--- config.mk ---
export PLATFORM = sky130hd
export DESIGN_NAME = star_wildcard_matcher_top
export DESIGN_NICKNAME = d
export VERILOG_FILES = /design/src/design/swm_pkg.sv /design/src/design/swm_scan.sv /design/src/design/swm_cell.sv /design/src/design/star_wildcard_matcher_top.sv
export SDC_FILE = /design/constraint.sdc
export NUM_CORES = 1
export LEC_CHECK = 0
export BUFFER_PORTS_ARGS = -buffer_cell sky130_fd_sc_hd__buf_2
export CORE_MARGIN = 1
export CORE_UTILIZATION = 64
export CTS_CLUSTER_SIZE = 30
export DETAILED_ROUTE_END_ITERATION = 8
export PLACE_DENSITY_LB_ADDON = 0.1
export SETUP_SLACK_MARGIN = 0.02
export SYNTH_ARGS = -nofsm -noshare
export SYNTH_HDL_FRONTEND = slang
export SYNTH_SLANG_ARGS = --single-unit
--- constraint.sdc ---
create_clock -name clk -period 3.76 [get_ports clk]
set_input_delay 0.376 -clock clk [delete_from_list [all_inputs] [get_ports clk]]
set_output_delay 0.376 -clock clk [all_outputs]
set_load 0.01 [all_outputs]
--- src/design/swm_pkg.sv ---
// swm_pkg: shared constants, codes and payload types for the star wildcard matcher.
// No dependencies; used by swm_cell, swm_scan and star_wildcard_matcher_top.
package swm_pkg;

	localparam int MAX_PATTERN = 32;
	localparam int NPOS        = MAX_PATTERN + 1;
	localparam int POS_W       = $clog2(NPOS);
	localparam int LVLS        = $clog2(NPOS);

	localparam logic [7:0] STAR_BYTE = 8'h2A;

	localparam logic [1:0] KIND_PAT   = 2'd0;
	localparam logic [1:0] KIND_TEXT  = 2'd1;
	localparam logic [1:0] KIND_END   = 2'd2;
	localparam logic [1:0] KIND_CLEAR = 2'd3;

	typedef struct packed {
		logic [1:0] kind;
		logic [7:0] ch;
	} req_t;

	typedef struct packed {
		logic matched;
		logic pattern_overflow;
	} rsp_t;

	// per-cycle commands broadcast to every cell
	typedef struct packed {
		logic text;     // text byte step
		logic restart;  // end of text: reload star closure of position zero
		logic clear;    // pattern cleared
	} ctl_t;

endpackage

--- src/design/swm_scan.sv ---
// swm_scan: log-depth prefix scan that closes the active set over runs of stars.
// Depends on swm_pkg.
module swm_scan (
	input  logic [swm_pkg::NPOS-1:0] raw,
	input  logic [swm_pkg::NPOS-1:0] prop,
	output logic [swm_pkg::NPOS-1:0] closed
);

	// closed[k] = raw[k] | (closed[k-1] & prop[k]); prop[0] is zero
	logic [swm_pkg::NPOS-1:0] g [swm_pkg::LVLS+1];
	logic [swm_pkg::NPOS-1:0] p [swm_pkg::LVLS+1];

	assign g[0] = raw;
	assign p[0] = prop;

	for (genvar lv = 0; lv < swm_pkg::LVLS; lv++) begin : g_lvl
		localparam int D = 1 << lv;
		for (genvar k = 0; k < swm_pkg::NPOS; k++) begin : g_pos
			if (k >= D) begin : g_comb
				assign g[lv+1][k] = g[lv][k] | (p[lv][k] & g[lv][k-D]);
				assign p[lv+1][k] = p[lv][k] & p[lv][k-D];
			end else begin : g_pass
				assign g[lv+1][k] = g[lv][k];
				assign p[lv+1][k] = p[lv][k];
			end
		end
	end

	assign closed = g[swm_pkg::LVLS];

endmodule

--- src/design/swm_cell.sv ---
// swm_cell: one pattern position: stored byte, valid flag and active bit.
// Depends on swm_pkg.
module swm_cell (
	input  logic              clk,
	input  logic              arst_n,
	input  swm_pkg::ctl_t     ctl,
	input  logic              wr_en,
	input  logic [7:0]        ch,
	input  logic              seed,
	input  logic              prev_adv,
	input  logic              prev_grow,
	input  logic              closed,
	output logic              act,
	output logic              prop,
	output logic              adv,
	output logic              grow,
	output logic              raw
);

	logic [7:0] pat_q;
	logic       vld_q;
	logic       act_q;
	logic       is_star;

	assign is_star = (pat_q == swm_pkg::STAR_BYTE);
	assign act     = act_q;
	assign prop    = vld_q & is_star;
	// literal hit hands activity to the next position
	assign adv     = act_q & vld_q & ~is_star & (pat_q == ch);
	// a star appended at an active position opens the next one
	assign grow    = wr_en & (ch == swm_pkg::STAR_BYTE) & act_q;
	assign raw     = ctl.text ? ((act_q & vld_q & is_star) | prev_adv) : seed;

	always_ff @(posedge clk) begin
		if (wr_en) begin
			pat_q <= ch;
		end
	end

	always_ff @(posedge clk or negedge arst_n) begin
		if (!arst_n) begin
			vld_q <= 1'b0;
			act_q <= seed;
		end else begin
			if (ctl.clear) begin
				vld_q <= 1'b0;
			end else if (wr_en) begin
				vld_q <= 1'b1;
			end
			priority if (ctl.clear) begin
				act_q <= seed;
			end else if (ctl.text || ctl.restart) begin
				act_q <= closed;
			end else if (prev_grow) begin
				act_q <= 1'b1;
			end
		end
	end

endmodule

--- src/design/star_wildcard_matcher_top.sv ---
// star_wildcard_matcher_top: streamed '*'-only glob matcher built as a row of cells.
// Depends on swm_pkg, swm_cell and swm_scan.
//
//  channel | signals                        | payload          | direction
//  --------+--------------------------------+------------------+----------
//  req     | req_valid, req_ready, req      | swm_pkg::req_t   | into block
//  rsp     | rsp_valid, rsp_ready, rsp      | swm_pkg::rsp_t   | out of block
//
// A new request is taken each cycle, except while req_ready is low.
// The clock period is set by the byte compare in each cell plus the star-closure
// prefix scan across the row (log2 of the position count levels).
// Only end-of-text requests give a response, registered and valid in the cycle after.
// req_ready drops only while a response is held and rsp_ready is low.
// Reset: empty pattern, position zero active, overflow clear, no response.
module star_wildcard_matcher_top (
	input  logic           clk,
	input  logic           arst_n,
	input  logic           req_valid,
	output logic           req_ready,
	input  swm_pkg::req_t  req,
	output logic           rsp_valid,
	input  logic           rsp_ready,
	output swm_pkg::rsp_t  rsp
);

	localparam int MP = swm_pkg::MAX_PATTERN;

	logic [swm_pkg::POS_W-1:0] len_q;
	logic                      ovf_q;
	logic                      act_top_q;   // position just past a full pattern
	logic                      rsp_valid_q;
	swm_pkg::rsp_t             rsp_q;

	logic                      acc;
	logic                      full;
	logic                      is_pat;
	logic                      is_end;
	swm_pkg::ctl_t             ctl;

	logic [MP-1:0]             wr_en;
	logic [MP-1:0]             act;
	logic [MP-1:0]             prop_c;
	logic [MP-1:0]             adv;
	logic [MP-1:0]             grow;
	logic [MP-1:0]             raw_c;

	logic [swm_pkg::NPOS-1:0]  raw;
	logic [swm_pkg::NPOS-1:0]  prop;
	logic [swm_pkg::NPOS-1:0]  closed;
	logic [swm_pkg::NPOS-1:0]  act_vec;

	assign req_ready = ~rsp_valid_q | rsp_ready;
	assign acc       = req_valid & req_ready;
	assign full      = (len_q == swm_pkg::POS_W'(MP));

	// decode the request kind into per-cycle commands
	always_comb begin
		is_pat      = 1'b0;
		is_end      = 1'b0;
		ctl.text    = 1'b0;
		ctl.restart = 1'b0;
		ctl.clear   = 1'b0;
		unique case (req.kind)
			swm_pkg::KIND_PAT:   is_pat      = acc;
			swm_pkg::KIND_TEXT:  ctl.text    = acc;
			swm_pkg::KIND_END: begin
				is_end      = acc;
				ctl.restart = acc;
			end
			swm_pkg::KIND_CLEAR: ctl.clear   = acc;
			default: ;
		endcase
	end

	// cell row: each cell passes its literal hit and star growth to the next
	for (genvar i = 0; i < MP; i++) begin : g_cell
		assign wr_en[i] = is_pat & ~full & (len_q == swm_pkg::POS_W'(i));

		swm_cell u_cell (
			.clk       (clk),
			.arst_n    (arst_n),
			.ctl       (ctl),
			.wr_en     (wr_en[i]),
			.ch        (req.ch),
			.seed      ((i == 0) ? 1'b1 : 1'b0),
			.prev_adv  ((i == 0) ? 1'b0 : adv[(i == 0) ? 0 : i-1]),
			.prev_grow ((i == 0) ? 1'b0 : grow[(i == 0) ? 0 : i-1]),
			.closed    (closed[i]),
			.act       (act[i]),
			.prop      (prop_c[i]),
			.adv       (adv[i]),
			.grow      (grow[i]),
			.raw       (raw_c[i])
		);
	end

	// last position has no pattern byte; it only receives from the last cell
	assign raw     = {(ctl.text & adv[MP-1]), raw_c};
	assign prop    = {prop_c, 1'b0};
	assign act_vec = {act_top_q, act};

	swm_scan u_scan (
		.raw    (raw),
		.prop   (prop),
		.closed (closed)
	);

	always_ff @(posedge clk or negedge arst_n) begin
		if (!arst_n) begin
			len_q       <= '0;
			ovf_q       <= 1'b0;
			act_top_q   <= 1'b0;
			rsp_valid_q <= 1'b0;
		end else begin
			if (ctl.clear) begin
				len_q <= '0;
				ovf_q <= 1'b0;
			end else if (is_pat) begin
				if (full) begin
					ovf_q <= 1'b1;
				end else begin
					len_q <= len_q + 1'b1;
				end
			end

			priority if (ctl.clear) begin
				act_top_q <= 1'b0;
			end else if (ctl.text || ctl.restart) begin
				act_top_q <= closed[MP];
			end else if (grow[MP-1]) begin
				act_top_q <= 1'b1;
			end

			if (is_end) begin
				rsp_valid_q <= 1'b1;
			end else if (rsp_ready) begin
				rsp_valid_q <= 1'b0;
			end
		end
	end

	// stored set is kept star-closed, so the match is the bit at the length
	always_ff @(posedge clk) begin
		if (is_end) begin
			rsp_q.matched          <= act_vec[len_q];
			rsp_q.pattern_overflow <= ovf_q;
		end
	end

	assign rsp_valid = rsp_valid_q;
	assign rsp       = rsp_q;

endmodule

Word level (Yosys, flattened, before mapping):

Cells that the tools add are included.

* register bits after elaboration: 331
* bits of input ports: 14
* output and inout bits: 4

* $add $sub $neg: 1
* magnitude comparators: 1
* equality and inequality tests: 101
* muxes and demuxes: 208
* bitwise logic cells: 698
* reduce and logical (&&, ||, !) cells: 73

Operators by type and width (number)
* $and 1x1->1: 497
* $eq 8x6->1 const B: 33
* $eq 8x8->1: 32
* $mux 1: 204
* $or 1x1->1: 167
* $eq 6x5->1 const B: 16
* $reduce_bool 3->1: 32
* $reduce_bool 2->1: 36
* $eq 6x4->1 const B: 8
* $not 1->1: 34
* $eq 6x3->1 const B: 4
* $mux 6: 3
* $eq 6x2->1 const B: 2
* $lt 6x7->1 const B: 1
* $add 6x1->6 const B: 1
* $bmux 1 s6: 1
* $eq 6x1->1 const B: 1
* $eq 6x6->1 const B: 1
* $logic_not 6->1: 1
* $eq 2x2->1 const B: 2
* $reduce_and 2->1: 2
* $eq 2x1->1 const B: 1
* $logic_not 2->1: 1
* $ne 2x1->1 const B: 1
* $logic_or 1x1->1: 1

Longest topological paths before layout:

* depth in word-level cells: 19
* gate-level depth with buffers: 14
* mapped depth without buffers: 11

Worst setup path after synthesis:

Ideal clock, no wire load.

* path kind: register -> register
* start point: register len_q[0] in the netlist's numbering
* end point: register act_top_q
* data arrival time: 3.386 ns
* data required time: 3.691 ns
* setup slack: 0.305 ns
* cell stages (with the launch flop): 14
* path buffers: 2
* clock period less this slack: 3.455 ns
* path through: dfrtp_1 buf_1 inv_1 ha_1 nand3_1 nor2_1 nor4_1 clkbuf_1 nand2_1 nor2_1 a311oi_1 a211oi_1 nand4_1 nand3_1

* longest elaborated chain between the ends: 7
* elaborated cells between the ends (all ways): 8
* classes of those cells: eq/ne (2); bitwise (5); reduce/logical (1)

RTL lines
* start, declared: RTL line star_wildcard_matcher_top.sv:28 `logic [swm_pkg::POS_W-1:0] len_q;`
* start signal, assigned: RTL line star_wildcard_matcher_top.sv:122 `len_q <= len_q + 1'b1;`
* $eq 6x6->1: RTL line star_wildcard_matcher_top.sv:54 `assign full = (len_q == swm_pkg::POS_W'(MP));`
* $not 1->1: RTL line star_wildcard_matcher_top.sv:77 `assign wr_en[i] = is_pat & ~full & (len_q == swm_pkg::POS_W'(i));`
* $and 1x1->1: RTL line star_wildcard_matcher_top.sv:77
* $and 1x1->1 *: RTL line star_wildcard_matcher_top.sv:77
* net g_cell[31].u_cell.wr_en: RTL line swm_cell.sv:7 `input logic wr_en,`
* $and 1x1->1 * (2 in a row): RTL line swm_cell.sv:31 `assign grow = wr_en & (ch == swm_pkg::STAR_BYTE) & act_q;`
* $reduce_bool 3->1 (no source line) *
* end signal, assigned: RTL line star_wildcard_matcher_top.sv:129 `act_top_q <= closed[MP];`
* end, declared: RTL line star_wildcard_matcher_top.sv:30 `logic act_top_q;`

Mark *: on every way through the listed nets, which the timed path passes. The rest lies on a longest branch.
A chain may end at the register's enable or synchronous reset.

Worst setup path after layout:

* start point: register g_cell[8].u_cell.pat_q[4]
* end point: register g_cell[27].u_cell.act_q

* longest elaborated chain between the ends: 15
* elaborated cells between the ends (all ways): 26
* classes of those cells: eq/ne (2); mux (4); bitwise (20)

RTL lines
* start, declared: RTL line swm_cell.sv:20 `logic [7:0] pat_q;`
* start signal, assigned: RTL line swm_cell.sv:36 `pat_q <= ch;`
* $eq 8x6->1: RTL line swm_cell.sv:25 `assign is_star = (pat_q == swm_pkg::STAR_BYTE);`
* $not 1->1: RTL line swm_cell.sv:29 `assign adv = act_q & vld_q & ~is_star & (pat_q == ch);`
* $and 1x1->1 (2 in a row): RTL line swm_cell.sv:29
* $or 1x1->1: RTL line swm_cell.sv:32 `assign raw = ctl.text ? ((act_q & vld_q & is_star) | prev_adv) : seed;`
* $mux 1: RTL line swm_cell.sv:32
* $or 1x1->1: RTL line swm_scan.sv:20 `assign g[lv+1][k] = g[lv][k] | (p[lv][k] & g[lv][k-D]);`
* $and 1x1->1: RTL line swm_scan.sv:20
* $or 1x1->1 (2 in a row): RTL line swm_scan.sv:20
* $or 1x1->1 *: RTL line swm_scan.sv:20
* $and 1x1->1 *: RTL line swm_scan.sv:20
* $or 1x1->1 *: RTL line swm_scan.sv:20
* $mux 1 *: RTL line swm_cell.sv:52 `end else if (ctl.text || ctl.restart) begin`
* $mux 1 *: RTL line swm_cell.sv:50 `priority if (ctl.clear) begin`
* end signal, assigned: RTL line swm_cell.sv:53 `act_q <= closed;`
* end, declared: RTL line swm_cell.sv:22 `logic act_q;`

Mark *: on every way between the ends. The rest lies on a longest branch, timed or not.

==> impl_metrics.prom <==
# TYPE chip_impl_metric gauge
chip_impl_info{name="rr_startpoint",value="g_cell[8].u_cell.pat_q[4]"} 1
chip_impl_metric{name="p_comb_share",unit="%"} 9.6
chip_impl_metric{name="p_seq_share",unit="%"} 49.0
chip_impl_info{name="reg2reg_to",value="g_cell[27].u_cell.act"} 1
chip_impl_info{name="clock_tree_from_tritoncts",value="built"} 1
chip_impl_metric{name="report.final.slew_viol_count",unit=""} 0
chip_impl_metric{name="vdd.ir_drop.worst",unit="mV"} 0.394
chip_impl_metric{name="netlist_instances",unit=""} 1422
chip_impl_metric{name="cp_max_fo",unit=""} 3
chip_impl_metric{name="multiInputGateArea",unit="µm²"} 6850
chip_impl_metric{name="final_hold_viol_count",unit=""} 0
chip_impl_info{name="hold_end",value="ovf_q"} 1
chip_impl_info{name="min-delay-path-class",value="input pin to flop"} 1
chip_impl_metric{name="h-tree-depth",unit=""} 2
chip_impl_metric{name="clkSlewWorstSetupHoldPaths",unit="ps"} 60
chip_impl_metric{name="postCtsSetupRepairBufs",unit=""} 0
chip_impl_metric{name="grt_max_degree",unit=""} 51
chip_impl_metric{name="drt-total-wl",unit="µm"} 42500
chip_impl_metric{name="postSynthAreaPerCell",unit="µm²"} 11.8
chip_impl_info{name="synthDominantAreaCellType",value="edfxtp_1"} 1
chip_impl_metric{name="reg2reg_depth",unit=""} 11
chip_impl_metric{name="synthesis.nets",unit=""} 1440
chip_impl_metric{name="synth-warning-count",unit=""} 0
chip_impl_info{name="outcome",value="completed"} 1
chip_impl_metric{name="die_width",unit="µm"} 164
chip_impl_metric{name="slew_headroom",unit="%"} 35.2
chip_impl_metric{name="drcViolationCount",unit=""} 0
chip_impl_info{name="synth.top_cells.by_area",value="edfxtp_1 46%, dfrtp_1 11%, xnor2_1 7.7%, xor2_1 5.9%, nor2_1 3.9%"} 1
chip_impl_metric{name="design_power_total",unit="µW"} 8480
chip_impl_info{name="worst_hold_startpoint",value="req[9]"} 1
chip_impl_info{name="dominantRegCellSynth",value="edfxtp_1"} 1
chip_impl_metric{name="total_of_fill_cells_in_the_finished_design",unit=""} 1755
chip_impl_metric{name="post_route_cells_drive_above_1_share",unit="%"} 10.0
chip_impl_metric{name="grt_usage",unit="%"} 32.8
chip_impl_metric{name="ys_types",unit=""} 73
chip_impl_info{name="cp-end-kind",value="flop"} 1
chip_impl_metric{name="setup_viol",unit=""} 0
chip_impl_metric{name="coreArea",unit="µm²"} 25500
chip_impl_info{name="crit_path_kind",value="flop to flop"} 1
chip_impl_metric{name="viasPerCell",unit=""} 6.58
chip_impl_metric{name="tritoncts_num_sinks",unit=""} 331
chip_impl_metric{name="p_per_area",unit="nW/µm²"} 455
chip_impl_metric{name="pre_cts_ws",unit="ps"} 277
chip_impl_metric{name="dieHeight",unit="µm"} 164
chip_impl_metric{name="vias_in_the_first_global_route",unit=""} 11800
chip_impl_metric{name="grt-ovfl-total",unit=""} 0
chip_impl_metric{name="antenna_violating_nets_remaining",unit=""} 0
chip_impl_metric{name="final_period_minus_worst_setup_slack",unit="ps"} 3440
chip_impl_metric{name="worstSkewPairLatency",unit="ps"} 520
chip_impl_metric{name="number_of_cells_on_the_worst_hold_path",unit=""} 2
chip_impl_metric{name="place.gp.congestion",unit=""} 0.973
chip_impl_metric{name="vias",unit=""} 12000
chip_impl_info{name="clock_tree.root_cell",value="clkbuf_16"} 1
chip_impl_metric{name="async_flop_share",unit="%"} 22.1
chip_impl_metric{name="max_freq",unit="MHz"} 291
chip_impl_metric{name="grtUsageMet2",unit="%"} 50.5
chip_impl_metric{name="clockBufferDepth",unit=""} 3
chip_impl_metric{name="yosysSeqAreaShare",unit="%"} 57.1
chip_impl_metric{name="period_utilization_post_route",unit="%"} 91.5
chip_impl_metric{name="ios",unit=""} 18
chip_impl_metric{name="place.port_buffers",unit=""} 17
chip_impl_metric{name="critPathRequiredTime",unit="ps"} 4110
chip_impl_metric{name="synth_edf_count",unit=""} 258
chip_impl_metric{name="ys_seq_elements",unit=""} 331
chip_impl_metric{name="worst_max_slew_pin_slew",unit="ps"} 969
chip_impl_metric{name="floorplan_die_area",unit="µm²"} 26800
chip_impl_metric{name="postCtsResizedCells",unit=""} 0
chip_impl_metric{name="placement_rows",unit=""} 58
chip_impl_info{name="rsz0062_at_grt",value="false"} 1
chip_impl_metric{name="fin_setup_tns",unit="ps"} 0
chip_impl_metric{name="maxCapViolations",unit=""} 0
chip_impl_metric{name="place_hpwl",unit="µm"} 29100
chip_impl_metric{name="floorplan.initialDensity",unit="%"} 65.8
chip_impl_metric{name="regToRegSetupSlack",unit="ps"} 320
chip_impl_info{name="top_usage_layer",value="met2"} 1
chip_impl_metric{name="gr-usage-met3",unit="%"} 5.05
chip_impl_metric{name="netlist.area_leader.share",unit="%"} 46.2
chip_impl_metric{name="wl_per_cell",unit="µm"} 23.3
chip_impl_metric{name="initial_antenna_violation_count",unit=""} 1
chip_impl_metric{name="dr.first_iter.drc_count",unit=""} 1479
chip_impl_metric{name="detailedRoute.firstPassIterationCount",unit=""} 5
chip_impl_metric{name="first_pass_grt_wire_length",unit="µm"} 66900
chip_impl_metric{name="leakage",unit="µW"} 0.00630
chip_impl_info{name="worstSetupStartpointType",value="flop"} 1
chip_impl_metric{name="power.switching",unit="µW"} 2010
chip_impl_metric{name="final_net_count",unit=""} 1486
chip_impl_metric{name="power.share.switching",unit="%"} 23.8
chip_impl_metric{name="postLayoutSetupSlackWorst",unit="ps"} 320
chip_impl_metric{name="globalRouteMet1Util",unit="%"} 48.3
chip_impl_metric{name="clkPwrFrac",unit="%"} 41.4
chip_impl_metric{name="synthToLayoutAreaGrowth",unit="%"} 11.2
chip_impl_metric{name="fin_worst_skew",unit="ps"} 16.3
chip_impl_metric{name="cts_made_buffers",unit=""} 35
chip_impl_metric{name="power.internal",unit="µW"} 6470
chip_impl_metric{name="cp.arrival",unit="ps"} 3790
chip_impl_metric{name="ff_latch_area",unit="µm²"} 9580
chip_impl_metric{name="syn-cell-area",unit="µm²"} 16800
power groups by stage:
| stage | combinational [µW] | clock (µW) | sequential [µW] |
|---|---|---|---|
| after floorplan | 521 | 0 | 4190 |
| after global placement | 781 | 0 | 4220 |
| after detailed placement | 797 | 0 | 4220 |
| after CTS | 805 | 3540 | 4150 |
| after global routing | 872 | 3680 | 4160 |
| final | 814 | 3520 | 4150 |
synth_stat cells, drive strengths merged, types with 11 or more instances:
cell,number
nor4,33
and4b,21
xnor2,148
a211oi,20
nor4bb,31
inv,15
buf,41
nand3,72
a21oi,37
nand2,76
xor2,112
nor3,45
nor2,172
dfrtp,72
a311oi,15
and2,16
nor4b,11
nand4,33
edfxtp,258
a31oi,27
clkbuf,18
o21ai,26
metal layers:
metal,up-vias,wire [µm]
li1,5414,-
met3,93,3550
met5,-,19
met4,2,1050
met2,569,19400
met1,5941,18500
worst max-delay path, cell delays in order (launching register included):
cell and delay [ps]:
edfxtp_1 420, nor4b_1 620, a211oi_1 160, nand3_1 220
a41oi_1 180, o21a_1 230, o21a_1 190, a2111o_1 380
a311o_1 330, a31o_1 290, a21oi_2 170, a211oi_1 80
registers in the layout, indices dropped and copies added, names as in the netlist:
| name | cells |
|---|---|
| len_q | 6 |
| g_cell.u_cell.act | 32 |
| act_top_q | 1 |
| g_cell.u_cell.pat_q | 256 |
| rsp | 2 |
| rsp_valid | 1 |
| g_cell.u_cell.vld_q | 32 |
| ovf_q | 1 |
what timing repair did:
item | CTS | global route
hold buffers | 1 | 0
setup endpoints to repair | 0 | 0
hold endpoints to repair | 49 | 0
cell usage in the layout (no fill, tap or decap), drive strengths merged, types with 16 or more instances in the layout:
cell type,n
clkbuf,53
nor2,172
edfxtp,258
and4b,21
nand4,33
nor3,45
nor4bb,31
a31oi,27
a21oi,37
nand2,76
nor4,33
and2,16
a211oi,20
buf,67
inv,16
xnor2,148
dfrtp,72
o21ai,26
xor2,112
nand3,72
cells by family (layout without fill, tap and decap cells):
group                    after synthesis  after routing  share of synthesized area (%)
AO/OA/AOI/OAI                        190            190                           7.87
buffers and inverters                 74            146                           2.08
AND/OR/NAND/NOR                      552            552                           17.6
adder cells (fa/ha/maj)                4              4                          0.299
flip-flops                           331            331                           57.1
other                                  0              2                              0
multiplexers                          11             11                           1.40
XOR/XNOR                             260            260                           13.6
through the flow:
stage          hold slack, ps  cells  util (%)  cell area [µm²]
2_1_floorplan            80.4   1422         -            16800
3_3_place_gp              493   1760      68.5            17400
3_5_place_dp              481   1760      68.5            17400
4_1_cts                   184   1824      73.1            18600
5_1_grt                   208   1824      73.1            18600
6_report                  212   1826      73.2            18600
worst max path at each step:
| stage | slack, ps | cells past startpoint | start | end |
|---|---|---|---|---|
| after floorplan | 310 | 13 | len_q[0] | act_top_q |
| after global placement | 360 | 12 | req[0] | g_cell[27].u_cell.act |
| after detailed placement | 280 | 12 | req[0] | g_cell[27].u_cell.act |
| after CTS | 380 | 11 | g_cell[8].u_cell.pat_q[4] | g_cell[27].u_cell.act |
| after global routing | 170 | 11 | g_cell[3].u_cell.pat_q[4] | g_cell[27].u_cell.act |
| final | 320 | 11 | g_cell[8].u_cell.pat_q[4] | g_cell[27].u_cell.act |
layout make-up:
class / count / area share [%]
flip-flops and latches: 331 / 51.4
multi-input cells: 1017 / 36.8
clock buffers: 53 / 5.72
repair buffers: 68 / 2.98
well taps: 330 / 2.22
clock inverters: 10 / 0.611
inverters: 15 / 0.302
diodes: 2 / 0.0269
No activity file was read; power rests on OpenSTA's default activity.
